File: src/rtl/vmrf_pkg.sv
// shared types and constants of the virtio mmio register file
package vmrf_pkg;

	localparam int QUEUE_COUNT = 2;
	localparam logic [31:0] QUEUE_MAX = 32'd4096;

	localparam int QIDX_W = (QUEUE_COUNT > 1) ? $clog2(QUEUE_COUNT) : 1;
	localparam int QSIZE_W = $clog2(int'(QUEUE_MAX) + 1);

	localparam logic [31:0] MAGIC_WORD = 32'h7472_6976;
	localparam logic [31:0] VERSION = 32'd1;
	localparam logic [31:0] INT_STATUS = 32'd1;
	localparam logic [31:0] ALL_ONES = 32'hFFFF_FFFF;
	localparam logic [31:0] RESET_PG_LEN = 32'h0000_1000;
	localparam logic [31:0] RESET_DEVICE_ID = 32'd1;
	localparam logic [31:0] RESET_VENDOR_ID = 32'h0000_0044;

	localparam int S_TDATA_W = 48;
	localparam int M_TDATA_W = 40;
	localparam int CFG_IDX_W = 2;

	// configuration register indexes
	localparam logic [CFG_IDX_W-1:0] CFG_DEVICE_ID = 2'd0;
	localparam logic [CFG_IDX_W-1:0] CFG_VENDOR_ID = 2'd1;
	localparam logic [CFG_IDX_W-1:0] CFG_OFFERED_FEATURES = 2'd2;

	// word index (offset bits 7:2) of each register below the device window
	localparam logic [5:0] REG_MAGIC = 6'd0;
	localparam logic [5:0] REG_VERSION = 6'd1;
	localparam logic [5:0] REG_DEVICE_ID = 6'd2;
	localparam logic [5:0] REG_VENDOR_ID = 6'd3;
	localparam logic [5:0] REG_HOST_FEATURES = 6'd4;
	localparam logic [5:0] REG_GUEST_FEATURES = 6'd8;
	localparam logic [5:0] REG_GUEST_PG_LEN = 6'd10;
	localparam logic [5:0] REG_QUEUE_SEL = 6'd12;
	localparam logic [5:0] REG_QUEUE_NUM_MAX = 6'd13;
	localparam logic [5:0] REG_QUEUE_NUM = 6'd14;
	localparam logic [5:0] REG_QUEUE_ALIGN = 6'd15;
	localparam logic [5:0] REG_QUEUE_PFN = 6'd16;
	localparam logic [5:0] REG_INT_STATUS = 6'd24;
	localparam logic [5:0] REG_STATUS = 6'd28;

	localparam logic ACT_READ = 1'b0;
	localparam logic ACT_WRITE = 1'b1;

	typedef struct packed {
		logic        action;
		logic [11:0] reg_offset;
		logic [31:0] write_value;
	} vmrf_req_t;

	typedef struct packed {
		logic [31:0] read_data;
		logic        device_reset;
	} vmrf_rsp_t;

	typedef struct packed {
		logic                 we;
		logic [CFG_IDX_W-1:0] index;
		logic [31:0]          data;
	} vmrf_cfg_wr_t;

endpackage

File: src/rtl/vmrf_core.sv
// register state, read decode and write update of the register file
module vmrf_core import vmrf_pkg::*; (
	input  logic         clk,
	input  logic         arst_n,
	input  vmrf_cfg_wr_t cfg_wr,
	input  logic         exec,
	input  vmrf_req_t    req,
	output vmrf_rsp_t    rsp
);

	logic [31:0]        device_id_q;
	logic [31:0]        vendor_id_q;
	logic [31:0]        offered_features_q;
	logic [31:0]        accepted_features_q;
	logic [31:0]        guest_pg_len_q;
	logic               queue_chosen_q;
	logic [QIDX_W-1:0]  queue_index_q;
	logic [QSIZE_W-1:0] queue_size_q [QUEUE_COUNT];
	logic [31:0]        queue_alignment_q [QUEUE_COUNT];
	logic [31:0]        queue_frame_q [QUEUE_COUNT];
	logic [31:0]        device_status_q;

	logic [5:0]         word;
	logic               in_window;
	logic               do_write;
	logic [31:0]        rd_value;
	logic [QSIZE_W-1:0] size_clamped;

	assign word = req.reg_offset[7:2];
	assign in_window = (req.reg_offset[11:8] == 4'd0);
	assign do_write = exec && (req.action == ACT_WRITE) && in_window;
	assign size_clamped = (req.write_value > QUEUE_MAX) ? QUEUE_MAX[QSIZE_W-1:0]
		: req.write_value[QSIZE_W-1:0];

	always_comb begin
		unique case (word)
			REG_MAGIC:         rd_value = MAGIC_WORD;
			REG_VERSION:       rd_value = VERSION;
			REG_DEVICE_ID:     rd_value = device_id_q;
			REG_VENDOR_ID:     rd_value = vendor_id_q;
			REG_HOST_FEATURES: rd_value = offered_features_q;
			REG_QUEUE_NUM_MAX: rd_value = queue_chosen_q ? QUEUE_MAX : 32'd0;
			REG_QUEUE_PFN:     rd_value = queue_chosen_q ? queue_frame_q[queue_index_q] : 32'd0;
			REG_INT_STATUS:    rd_value = INT_STATUS;
			REG_STATUS:        rd_value = device_status_q;
			default:           rd_value = ALL_ONES;
		endcase
	end

	always_comb begin
		rsp = '0;
		if (req.action == ACT_READ) begin
			rsp.read_data = in_window ? rd_value : 32'd0;
		end else begin
			rsp.device_reset = in_window && (word == REG_STATUS) && (req.write_value == 32'd0);
		end
	end

	always_ff @(posedge clk or negedge arst_n) begin
		if (!arst_n) begin
			device_id_q <= RESET_DEVICE_ID;
			vendor_id_q <= RESET_VENDOR_ID;
			offered_features_q <= 32'd0;
		end else if (cfg_wr.we) begin
			unique case (cfg_wr.index)
				CFG_DEVICE_ID:        device_id_q <= cfg_wr.data;
				CFG_VENDOR_ID:        vendor_id_q <= cfg_wr.data;
				CFG_OFFERED_FEATURES: offered_features_q <= cfg_wr.data;
				default: ;
			endcase
		end
	end

	always_ff @(posedge clk or negedge arst_n) begin
		if (!arst_n) begin
			accepted_features_q <= 32'd0;
			guest_pg_len_q <= RESET_PG_LEN;
			queue_chosen_q <= 1'b0;
			queue_index_q <= '0;
			device_status_q <= 32'd0;
			for (int q = 0; q < QUEUE_COUNT; q++) begin
				queue_size_q[q] <= '0;
				queue_alignment_q[q] <= 32'd0;
				queue_frame_q[q] <= 32'd0;
			end
		end else if (do_write) begin
			unique case (word)
				REG_GUEST_FEATURES: accepted_features_q <= req.write_value;
				REG_GUEST_PG_LEN:   guest_pg_len_q <= req.write_value;
				REG_QUEUE_SEL: begin
					// out of range deselects but keeps the old index
					if (req.write_value < 32'(QUEUE_COUNT)) begin
						queue_chosen_q <= 1'b1;
						queue_index_q <= req.write_value[QIDX_W-1:0];
					end else begin
						queue_chosen_q <= 1'b0;
					end
				end
				REG_QUEUE_NUM: begin
					if (queue_chosen_q) queue_size_q[queue_index_q] <= size_clamped;
				end
				REG_QUEUE_ALIGN: begin
					if (queue_chosen_q) queue_alignment_q[queue_index_q] <= req.write_value;
				end
				REG_QUEUE_PFN: begin
					if (queue_chosen_q) queue_frame_q[queue_index_q] <= req.write_value;
				end
				REG_STATUS: begin
					device_status_q <= req.write_value;
					// status zero is a device reset: frames go, sizes stay
					if (req.write_value == 32'd0) begin
						for (int q = 0; q < QUEUE_COUNT; q++) queue_frame_q[q] <= 32'd0;
					end
				end
				default: ;
			endcase
		end
	end

endmodule

File: src/rtl/virtio_mmio_register_file_unit.sv
// top level of the virtio mmio register file: request and result registers
//
// Legacy virtio-mmio register file with two virtqueues.
// Requests enter on the s_axis channel: tuser is the access kind (0 read,
// 1 write), tdata carries the byte offset and the write data. Each request
// gives one result on the m_axis channel: read data (zero on a write) and a
// device reset flag that is set when a write puts zero into the status.
// Device id, vendor id and host features are set on the cfg channel, which
// is always ready; write it only while no request is in flight.
// A request is registered at acceptance, then decoded and applied to the state
// as it moves on into the result register, where its result waits until the
// receiver takes it.
// One request per cycle is sustained while the receiver takes results: the
// decode is a single pass of logic between the request and result registers.
// When the receiver stalls, the result register holds its item and the
// request register holds one more; tready falls only when both are full.
// Reset (arst_n low) empties both registers and loads every register of the
// file with its reset value at once; no clearing pass is needed.
module virtio_mmio_register_file_unit import vmrf_pkg::*; (
	input  logic                 clk,
	input  logic                 arst_n,
	input  logic                 s_axis_tvalid,
	output logic                 s_axis_tready,
	input  logic [S_TDATA_W-1:0] s_axis_tdata,  // reg_offset[11:0], write_value[43:12], zero pad
	input  logic                 s_axis_tuser,  // action
	output logic                 m_axis_tvalid,
	input  logic                 m_axis_tready,
	output logic [M_TDATA_W-1:0] m_axis_tdata,  // read_data[31:0], device_reset[32], zero pad
	input  logic                 cfg_valid,
	output logic                 cfg_ready,
	input  logic [CFG_IDX_W-1:0] cfg_index,
	input  logic [31:0]          cfg_data
);

	vmrf_req_t    req_s1;
	logic         valid_s1;
	vmrf_rsp_t    rsp_s2;
	logic         valid_s2;
	vmrf_rsp_t    rsp;
	vmrf_cfg_wr_t cfg_wr;
	logic         s_accept;
	logic         advance;

	assign cfg_ready = 1'b1;
	assign cfg_wr.we = cfg_valid;
	assign cfg_wr.index = cfg_index;
	assign cfg_wr.data = cfg_data;

	assign advance = valid_s1 && (!valid_s2 || m_axis_tready);
	assign s_axis_tready = !valid_s1 || advance;
	assign s_accept = s_axis_tvalid && s_axis_tready;

	always_ff @(posedge clk or negedge arst_n) begin
		if (!arst_n) begin
			valid_s1 <= 1'b0;
			valid_s2 <= 1'b0;
		end else begin
			valid_s1 <= s_accept || (valid_s1 && !advance);
			valid_s2 <= advance || (valid_s2 && !m_axis_tready);
		end
	end

	always_ff @(posedge clk) begin
		if (s_accept) begin
			req_s1.action <= s_axis_tuser;
			req_s1.reg_offset <= s_axis_tdata[11:0];
			req_s1.write_value <= s_axis_tdata[43:12];
		end
		if (advance) rsp_s2 <= rsp;
	end

	vmrf_core u_core (
		.clk    (clk),
		.arst_n (arst_n),
		.cfg_wr (cfg_wr),
		.exec   (advance),
		.req    (req_s1),
		.rsp    (rsp)
	);

	assign m_axis_tvalid = valid_s2;
	assign m_axis_tdata = {{(M_TDATA_W - 33){1'b0}}, rsp_s2.device_reset, rsp_s2.read_data};

	// a request that moves on always lands in the result register
	a_advance_fills: assert property (@(posedge clk) disable iff (!arst_n)
		advance |=> valid_s2)
		else $error("executed request did not reach the result register");

	// a stalled result holds the request register in place
	a_stall_holds_s1: assert property (@(posedge clk) disable iff (!arst_n)
		valid_s1 && valid_s2 && !m_axis_tready |=> valid_s1 && $stable(req_s1))
		else $error("request lost while the result was stalled");

	// a device reset comes only from a write, so its read data is zero
	a_reset_no_data: assert property (@(posedge clk) disable iff (!arst_n)
		valid_s2 && rsp_s2.device_reset |-> rsp_s2.read_data == 32'd0)
		else $error("device reset result carries read data");

	// room for a request whenever the request register is empty
	a_ready_when_empty: assert property (@(posedge clk) disable iff (!arst_n)
		!valid_s1 |-> s_axis_tready)
		else $error("request refused with an empty request register");

endmodule
File: config.mk
export PLATFORM = sky130hd
export DESIGN_NAME = virtio_mmio_register_file_unit
export DESIGN_NICKNAME = d
export VERILOG_FILES = /design/src/rtl/vmrf_pkg.sv /design/src/rtl/vmrf_core.sv /design/src/rtl/virtio_mmio_register_file_unit.sv
export SDC_FILE = /design/constraint.sdc
export NUM_CORES = 1
export LEC_CHECK = 0
export ABC_AREA = 1
export BUFFER_PORTS_ARGS = -buffer_cell sky130_fd_sc_hd__buf_2
export CAP_MARGIN = 5
export CELL_PAD_IN_SITES_DETAIL_PLACEMENT = 1
export CELL_PAD_IN_SITES_GLOBAL_PLACEMENT = 1
export CORE_MARGIN = 2
export CORE_UTILIZATION = 49
export CTS_CLUSTER_SIZE = 25
export DETAILED_ROUTE_END_ITERATION = 10
export PLACE_DENSITY = 0.87
export SKIP_LAST_GASP = 1
export SYNTH_ARGS = -nofsm -noshare
export SYNTH_HDL_FRONTEND = slang
export SYNTH_HIERARCHICAL = 1
export SYNTH_SLANG_ARGS = --single-unit
File: constraint.sdc
create_clock -name clk -period 8.52 [get_ports clk]
set_input_delay 1.278 -clock clk [delete_from_list [all_inputs] [get_ports clk]]
set_output_delay 1.278 -clock clk [all_outputs]
set_load 0.02 [all_outputs]
==> results.md, run 1 <==
* Max cap viols at 0
* Commonest cells after routing, fill and taps aside: nand2_1 (498), dfrtp_1 (193), buf_2 (115), o21ai_0 (111), edfxtp_1 (76)
* Vias at 9,594
* Setup CP Type: reg -> reg
* Layout cells sized above 1 at 16.8%
* CTS clk-pin slew, worst paths at 0.06 ns
* GRT overflow at 0
* PwrDens at 219 nW/um^2
* Cells after synthesis at 1,311
* Placed Instances at 1,687
* Critical path, cell by cell: nor2_4, nand2_1, inv_1, nand2_1, nand3_1, nor2_1, a21oi_1
* Ys Warns at 6
* Layout area overhead at 13.7%
* Die width at 161 microns
* Post-CTS setup repair buffer count at 0
* Skew-Pair Late Insertion Delay at 0.56 ns
* First-pass DRT Iterations at 5
* Core area at 24,200 sq um
* Sink Count at 272
* Resized cells post-CTS at 0
* WP buf/inv at 1
* Height of the die at 161 microns
* Ports at 131
* Commonest non-fill, non-tap cell in the layout: nand2_1
* Synthesized area per cell at 9.23 sq um
* Pleak at 6.71 nW
* DRC violations left at 0
* VDD IR max at 0.000227 V
* All-Layer GR Usage at 27.5%
* Hold buffers post-CTS at 0
* Starting Density at 49.9%
* WL/cell at 20.2 microns
* Initial antenna violation count at 0
* Synthesized area at 12,100 sq um
* Vias in the first global route at 10,141
* H-Tree Depth at 1
* Worst Skew at 0.0150 ns
* Die area at 26,000 sq um
* CP Capture Type: register
* Crit path max-delay cell type: nor2_4
* Hpwl dp at 21,900 microns
* GPL Wtd Cong at 0.806
* Data required, critical path at 8.83 ns
* Clk buf depth at 3
* Via density at 5.50
* Critical Path Max Stage Delay at 0.75 ns
* Delay-heaviest family, CP: simple AND/OR/NAND/NOR gates
* Unrepaired setup endpoints after global routing: no
* CTS buffer count at 30
* Flop2flop setup slack at 4.83 ns
* Final setup fails at 0
* PortBufs at 116
* Hold Slack at 0.472 ns
* Setup crit start kind: register
* Hold Fails Final Rpt at 0
* Max Slew Vio Count at 0
* Status: completed
* Crit path arrival time at 4.00 ns
* Site Rows at 57
* Final Cycle Share at 43.3%
* Hold WC Path Type: reg -> reg
* Post-route ant nets at 0
* Filler instances at 2,883
* Crit path max fanout at 29
* Antenna fix cells at 0
* Largest net degree at the start of global routing at 74
* Slew headroom at 15.7%
* Fin nets at 1,483
* First-pass GRT wire length at 55,800 microns
* Min Tclk post-route at 3.69 ns
* Fin cells at 1,743
* F_max at 0.271 GHz
* Drt first-iter violations at 631
* Root buf cell: clkbuf_16
* Tightest Pin Transition at 1.26 ns
* CTS tree: built
* Routed WL at 35,200 microns
* Most used cell, CP: nand2_1
* Fin Setup TNS at 0 ns
-- power breakdown --
| group | leakage (nW) | switching [W] | total, W | internal, W |
|---|---|---|---|---|
| clock | 0.479 | 0.000511 | 0.00128 | 0.000767 |
| combinational | 2.91 | 0.000148 | 0.000214 | 0.0000654 |
| sequential | 3.32 | 0.0000658 | 0.00152 | 0.00145 |
-- flip-flops by register name (all words and copies together), names as in the netlist --
name and cells:
u_core/queue_chosen_q 1, valid_s1 1, u_core/queue_index_q 1, u_core/offered_features_q 32
m_axis_tdata 33, u_core/device_status_q 32, m_axis_tvalid 1, u_core/vendor_id_q 32
u_core/device_id_q 32, req_s1 43, u_core/queue_frame_q 64
-- metal layers --
| layer | up-vias | track usage (%) | routed length [microns] |
|---|---|---|---|
| met2 | 298 | 46.3 | 17200 |
| li1 | 4410 | - | - |
| met4 | 0 | 12.8 | 1670 |
| met5 | - | 0 | 0 |
| met1 | 4798 | 35.5 | 14700 |
| met3 | 88 | 3.65 | 1590 |
-- stage by stage --
step | instance area, sq um | util [%] | power [W] | setup slack (ns)
final | 13800 | 56.7 | 0.00301 | 4.83
after CTS | 13800 | 56.7 | 0.00304 | 4.96
after global placement | 12800 | 52.7 | 0.00173 | 5.03
after global routing | 13800 | 56.7 | 0.00313 | 4.67
after detailed placement | 12800 | 52.7 | 0.00175 | 5.00
after floorplan | 12100 | - | 0.00164 | 4.30
-- final timing paths --
check,from,endpoint,depth (start not counted)
max,req_s1[38],m_axis_tdata[6],7
max reg2reg,req_s1[38],m_axis_tdata[6],7
min reg2reg,u_core/queue_frame_q[47],u_core/queue_frame_q[47],2
max in group asynchronous,arst_n,u_core/queue_frame_q[35],3
min,u_core/queue_frame_q[47],u_core/queue_frame_q[47],2
min in group asynchronous,arst_n,u_core/device_status_q[24],1
-- layout make-up --
class | instances | area (sq um) | area share, %
Tap cell | 324 | 405 | 2.95
Clock buffer | 40 | 830 | 6.03
Multi-Input combinational cell | 899 | 4280 | 31.1
Timing Repair Buffer | 122 | 634 | 4.61
Clock inverter | 16 | 145 | 1.06
Sequential cell | 272 | 7190 | 52.3
Inverter | 70 | 268 | 1.95
-- tightest hold or removal path: cells and delay by family (launching register included) --
kind	cells	cell delay, ns
DFF	1	0.34
and+or+nand+nor	2	0.10
Note: power is estimated with default switching activity, not from simulation.
==> inputs of run 2 (changes only) <==
CORE_UTILIZATION = 45   (was 49)
PLACE_DENSITY = 0.81   (was 0.87)
clock period = 3.5 ns   (was 8.52 ns; I/O delays follow)
==> results.md, run 2 (same netlist as run 1, synthesis figures left out) <==
* Status: completed (unchanged)
* Final Cycle Share at 69.0% (was 43.3%)
* Vias in the first global route at 10,317 (was 10,141)
* Hold Fails Final Rpt at 0 (unchanged)
* Area of placed instances at 12,900 sq um (was 12,800 sq um)
* Commonest cells after routing, fill and taps aside: nand2_1 (498), dfrtp_1 (193), buf_2 (115), o21ai_0 (111), edfxtp_1 (76) (unchanged)
* Placed Instances at 1,717 (was 1,687)
* CP endpoint: m_axis_tdata[11] (was m_axis_tdata[6])
* Layout cells sized above 1 at 18.1% (was 16.8%)
* Max FFs per register at 64 (unchanged)
* Starting Density at 45.4% (was 49.9%)
* Skew-Pair Late Insertion Delay at 0.57 ns (was 0.56 ns)
* Sink Count at 272 (unchanged)
* Post-CTS setup repair buffer count at 0 (unchanged)
* Max Slew Vio Count at 0 (unchanged)
* Setup crit start kind: register (unchanged)
* Die width at 168 microns (was 161 microns)
* CTS tree: built (unchanged)
* Largest net degree at the start of global routing at 92 (was 74)
* CP Capture Type: register (unchanged)
* Vias at 9,702 (was 9,594)
* Hold WC Path Type: in -> async (was reg -> reg)
* VDD IR max at 0.000467 V (was 0.000227 V)
* Min Tclk post-route at 2.42 ns (was 3.69 ns)
* All-Layer GR Usage at 25.6% (was 27.5%)
* Fin worst setup slack at 1.08 ns (was 4.83 ns)
* Clk buf depth at 3 (unchanged)
* Hold buffers post-CTS at 0 (unchanged)
* Site Rows at 60 (was 57)
* Top reg by flops: u_core/queue_frame_q (unchanged)
* R2r startpoint: req_s1[39] (was req_s1[38])
* Fin nets at 1,496 (was 1,483)
* Antenna fix cells at 0 (unchanged)
* Crit path arrival time at 2.71 ns (was 4.00 ns)
* RR Endpoint: m_axis_tdata[11] (was m_axis_tdata[6])
* Initial antenna violation count at 0 (unchanged)
* Routed WL at 35,800 microns (was 35,200 microns)
* Setup CP Type: reg -> reg (unchanged)
* Core area at 26,700 sq um (was 24,200 sq um)
* First-pass DRT Iterations at 5 (unchanged)
* Critical Path Source: req_s1[39] (was req_s1[38])
* Unrepaired setup endpoints after global routing: no (unchanged)
* Tightest Pin Transition at 1.21 ns (was 1.26 ns)
* PortBufs at 116 (unchanged)
* Hpwl dp at 22,400 microns (was 21,900 microns)
* Via density at 5.47 (was 5.50)
* Flop2flop setup slack at 1.08 ns (was 4.83 ns)
* Post-route ant nets at 0 (unchanged)
* Root buf cell: clkbuf_16 (unchanged)
* H-Tree Depth at 1 (unchanged)
* Filler instances at 3,061 (was 2,883)
* Worst Skew at 0.0151 ns (was 0.0150 ns)
* Height of the die at 168 microns (was 161 microns)
* Final setup fails at 0 (unchanged)
* Commonest non-fill, non-tap cell in the layout: nand2_1 (unchanged)
* First-pass GRT wire length at 56,300 microns (was 55,800 microns)
* CTS buffer count at 30 (unchanged)
* Final instance area at 14,000 sq um (was 13,800 sq um)
* Slew headroom at 18.9% (was 15.7%)
* PwrDens at 544 nW/um^2 (was 219 nW/um^2)
* Ports at 131 (unchanged)
* Drt first-iter violations at 721 (was 631)
* GPL Wtd Cong at 0.835 (was 0.806)
* Fin cells at 1,773 (was 1,743)
* Max cap viols at 0 (unchanged)
* WL/cell at 20.2 microns (about the same)
* Die area at 28,200 sq um (was 26,000 sq um)
* Data required, critical path at 3.80 ns (was 8.83 ns)
* CTS clk-pin slew, worst paths at 0.06 ns (about the same)
* Fin Setup TNS at 0 ns (unchanged)
* Dpl ws at 0.990 ns (was 5.00 ns)
* GRT overflow at 0 (unchanged)
* Pleak at 6.83 nW (was 6.71 nW)
* Total Power at 0.00760 W (was 0.00301 W)
* Resized cells post-CTS at 0 (unchanged)
* Worst Reg-to-Reg Cells at 8 (was 7)
* Layout area overhead at 15.4% (was 13.7%)
* Crit path max fanout at 28 (was 29)
* F_max at 0.414 GHz (was 0.271 GHz)
* DRC violations left at 0 (unchanged)
## run 2: cell count changes in the layout (fill, tap and decap cells not counted), sizes merged
cell	previous run	this run
clkinv	15	11
clkinvlp	0	1
clkbuf	41	42
buf	121	134
bufinv	3	5
## run 2: how the worst min path moves through the flow
stage	cells past startpoint	slack (ns)	end	start
2_1_floorplan	0	0.23	m_axis_tvalid	arst_n
3_3_place_gp	2	0.45	u_core/queue_frame_q[40]	u_core/queue_frame_q[40]
3_5_place_dp	2	0.46	u_core/queue_frame_q[48]	u_core/queue_frame_q[48]
4_1_cts	1	0.07	u_core/device_status_q[23]	arst_n
5_1_grt	1	0.09	u_core/device_status_q[23]	arst_n
6_report	1	0.04	u_core/device_status_q[23]	arst_n
## run 2: metal layers
metal | vias up | routed length (microns) | track usage [%]
met5 | - | 0 | 0
met1 | 4882 | 14800 | 32.6
met3 | 89 | 1590 | 3.03
li1 | 4435 | - | -
met2 | 296 | 17900 | 44.6
met4 | 0 | 1520 | 10.4
## run 2: final cells by class
class,count,area (sq um),area share [%]
Clock buffer,41,863,6.18
Clock inverter,15,200,1.43
Timing Repair Buffer,135,757,5.42
Multi-Input combinational cell,899,4270,30.5
Inverter,70,268,1.92
Tap cell,341,427,3.05
Sequential cell,272,7190,51.5
## run 2: metrics by stage
step | hold slack [ns] | utilization, %
floorplan | 0.229 | -
global placement | 0.448 | 48.4
detailed placement | 0.459 | 48.4
CTS | 0.0722 | 52.4
global route | 0.0929 | 52.4
finish | 0.0419 | 52.4
## run 2: worst max-delay path, cell delays in order (launching register included)
cell,delay (ns)
edfxtp_1,0.44
nor2_2,0.20
buf_4,0.38
nand3_1,0.17
nand2_1,0.10
inv_1,0.05
nand3_2,0.47
buf_4,0.26
a21oi_1,0.07
## run 2: power breakdown
part / leakage [nW] / switching, W / total (W) / internal [W]
clock: 0.525 / 0.00130 / 0.00338 / 0.00208
sequential: 3.32 / 0.000158 / 0.00369 / 0.00353
combinational: 2.98 / 0.000361 / 0.000528 / 0.000167
==> inputs of run 3 (changes only) <==
ABC_AREA = 0   (was 1)
CORE_UTILIZATION = 48   (was 45)
PLACE_DENSITY = 0.82   (was 0.81)
clock period = 2.4 ns   (was 3.5 ns; I/O delays follow)
==> results.md, run 3 <==
* Worst Skew at 0.0179 ns (was 0.0151 ns)
* Final instance area at 15,000 sq um (was 14,000 sq um)
* Pleak at 5.92 nW (was 6.83 nW)
* Core area at 25,300 sq um (was 26,700 sq um)
* Flop2flop setup slack at 0.10 ns (was 1.08 ns)
* Largest net degree at the start of global routing at 65 (was 92)
* Top reg by flops: u_core/queue_frame_q (unchanged)
* Layout area overhead at 20.7% (was 15.4%)
* H-Tree Depth at 1 (unchanged)
* Sink Count at 272 (unchanged)
* VDD IR max at 0.000434 V (was 0.000467 V)
* F_max at 0.435 GHz (was 0.414 GHz)
* Ports at 131 (unchanged)
* Drt first-iter violations at 769 (was 721)
* Min Tclk post-route at 2.30 ns (was 2.42 ns)
* Fin worst setup slack at 0.102 ns (was 1.08 ns)
* Starting Density at 49.2% (was 45.4%)
* PortBufs at 116 (unchanged)
* WL/cell at 25.4 microns (was 20.2 microns)
* Hold Fails Final Rpt at 0 (unchanged)
* First-pass GRT wire length at 59,200 microns (was 56,300 microns)
* Final setup fails at 0 (unchanged)
* Fin Setup TNS at 0 ns (unchanged)
* Ys Warns at 6 (unchanged)
* Worst Reg-to-Reg Cells at 5 (was 8)
* RR Endpoint: m_axis_tdata[15] (was m_axis_tdata[11])
* Site Rows at 58 (was 60)
* CP Capture Type: register (unchanged)
* Crit path max fanout at 32 (was 28)
* Height of the die at 165 microns (was 168 microns)
* Worst min-delay path startpoint: s_axis_tvalid
* Fin nets at 1,224 (was 1,496)
* Routed WL at 37,800 microns (was 35,800 microns)
* Worst Hold End: valid_s1
* Data required, critical path at 2.68 ns (was 3.80 ns)
* Dpl ws at 0.0610 ns (was 0.990 ns)
* Hold Crit Depth at 2
* Hpwl dp at 23,300 microns (was 22,400 microns)
* Synthesized area at 12,500 sq um (was 12,100 sq um)
* Slew headroom at 41.1% (was 18.9%)
* Vias at 9,430 (was 9,702)
* Post-route ant nets at 0 (unchanged)
* Via density at 6.33 (was 5.47)
* Area of placed instances at 13,600 sq um (was 12,900 sq um)
* Setup crit start kind: register (unchanged)
* Layout cells sized above 1 at 33.6% (was 18.1%)
* Skew-Pair Late Insertion Delay at 0.56 ns (was 0.57 ns)
* Max cap viols at 0 (unchanged)
* CTS clk-pin slew, worst paths at 0.06 ns (about the same)
* Tightest Pin Transition at 0.883 ns (was 1.21 ns)
* Die width at 165 microns (was 168 microns)
* Placed Instances at 1,390 (was 1,717)
* GRT overflow at 0 (unchanged)
* Crit path arrival time at 2.58 ns (was 2.71 ns)
* DRC violations left at 0 (unchanged)
* Commonest cells after routing, fill and taps aside: dfrtp_1 (193), mux2_2 (156), buf_2 (115), edfxtp_1 (76), nand2_1 (68) (was nand2_1 (498), dfrtp_1 (193), buf_2 (115), o21ai_0 (111), edfxtp_1 (76))
* First-pass DRT Iterations at 5 (unchanged)
* Status: completed (unchanged)
* Initial antenna violation count at 1 (was 0)
* Cells after synthesis at 989 (was 1,311)
* CTS tree: built (unchanged)
* Clk buf depth at 3 (unchanged)
* Vias in the first global route at 10,238 (was 10,317)
* PwrDens at 750 nW/um^2 (was 544 nW/um^2)
* Root buf cell: clkbuf_16 (unchanged)
* Final Cycle Share at 95.8% (was 69.0%)
* Die area at 27,300 sq um (was 28,200 sq um)
* Fin cells at 1,490 (was 1,773)
* R2r startpoint: req_s1[37] (was req_s1[39])
* GPL Wtd Cong at 0.807 (was 0.835)
* Unrepaired setup endpoints after global routing: no (unchanged)
* Synthesized area per cell at 12.6 sq um (was 9.23 sq um)
* Setup CP Type: reg -> reg (unchanged)
* Commonest non-fill, non-tap cell in the layout: dfrtp_1 (was nand2_1)
* Hold WC Path Type: in -> reg (was in -> async)
* Max FFs per register at 64 (unchanged)
* CTS buffer count at 30 (unchanged)
* Antenna fix cells at 0 (unchanged)
* All-Layer GR Usage at 28.2% (was 25.6%)
* Max Slew Vio Count at 0 (unchanged)
==> run 3: what timing repair did <==
action / in CTS / in global routing
setup buffers: 0 / 1
hold endpoints to repair: 97 / 0
resized for setup: 0 / 3
setup endpoints to repair: 0 / 28
hold buffers: 43 / 0
==> run 3: metrics by stage <==
stage | hold slack, ns | power (W) | utilization (%)
final | 0.0227 | 0.0113 | 59.4
after floorplan | 0.0644 | 0.00609 | -
after global placement | 0.396 | 0.00645 | 53.5
after detailed placement | 0.401 | 0.00656 | 53.5
after global routing | 0.0125 | 0.0117 | 59.4
after CTS | 0.0123 | 0.0113 | 59.3
==> run 3: critical path, cell delays in order (launching register included) <==
cell and delay [ns]:
edfxtp_1 0.56, and2_1 0.35, and2_0 0.26, buf_12 0.21, a22oi_1 0.48, a31oi_1 0.16
==> run 3: where the power goes <==
group	switching, W	internal (W)	total (W)	leakage (nW)
clock network	0.00188	0.00284	0.00472	0.507
registers	0.000274	0.00520	0.00547	2.93
logic	0.000534	0.000542	0.00108	2.48
==> run 3: cell type report <==
type | instances | area [sq um]
well taps | 330 | 413
clock inverters | 6 | 57.6
inverters | 2 | 7.51
clock buffers | 50 | 968
flip-flops and latches | 272 | 7190
repair buffers | 209 | 1540
fillers | 2501 | 10300
multi-input cells | 621 | 4850
==> run 3: worst max-delay path by stage <==
stage                        startpoint                          to  slack [ns]  depth (start not counted)
after floorplan           m_axis_tvalid  u_core/device_status_q[14]       0.009                          7
after global placement       req_s1[34]    u_core/queue_frame_q[58]        0.18                          6
after detailed placement     req_s1[34]    u_core/queue_frame_q[25]        0.06                          6
after CTS                    req_s1[34]    u_core/queue_frame_q[25]        0.06                          6
after global routing         req_s1[37]            m_axis_tdata[13]        0.01                          5
final                        req_s1[37]            m_axis_tdata[15]        0.10                          5
==> run 3: routing by layer <==
| metal | global-route usage (%) | wire length [microns] | vias up | part of all wire [%] |
|---|---|---|---|---|
| met2 | 47.4 | 18700 | 343 | 50 |
| li1 | - | - | 4064 | - |
| met1 | 38.1 | 15800 | 4944 | 42 |
| met3 | 3.45 | 2110 | 79 | 5.6 |
| met4 | 9.68 | 1110 | 0 | 2.9 |
| met5 | 0 | 0 | - | 0 |
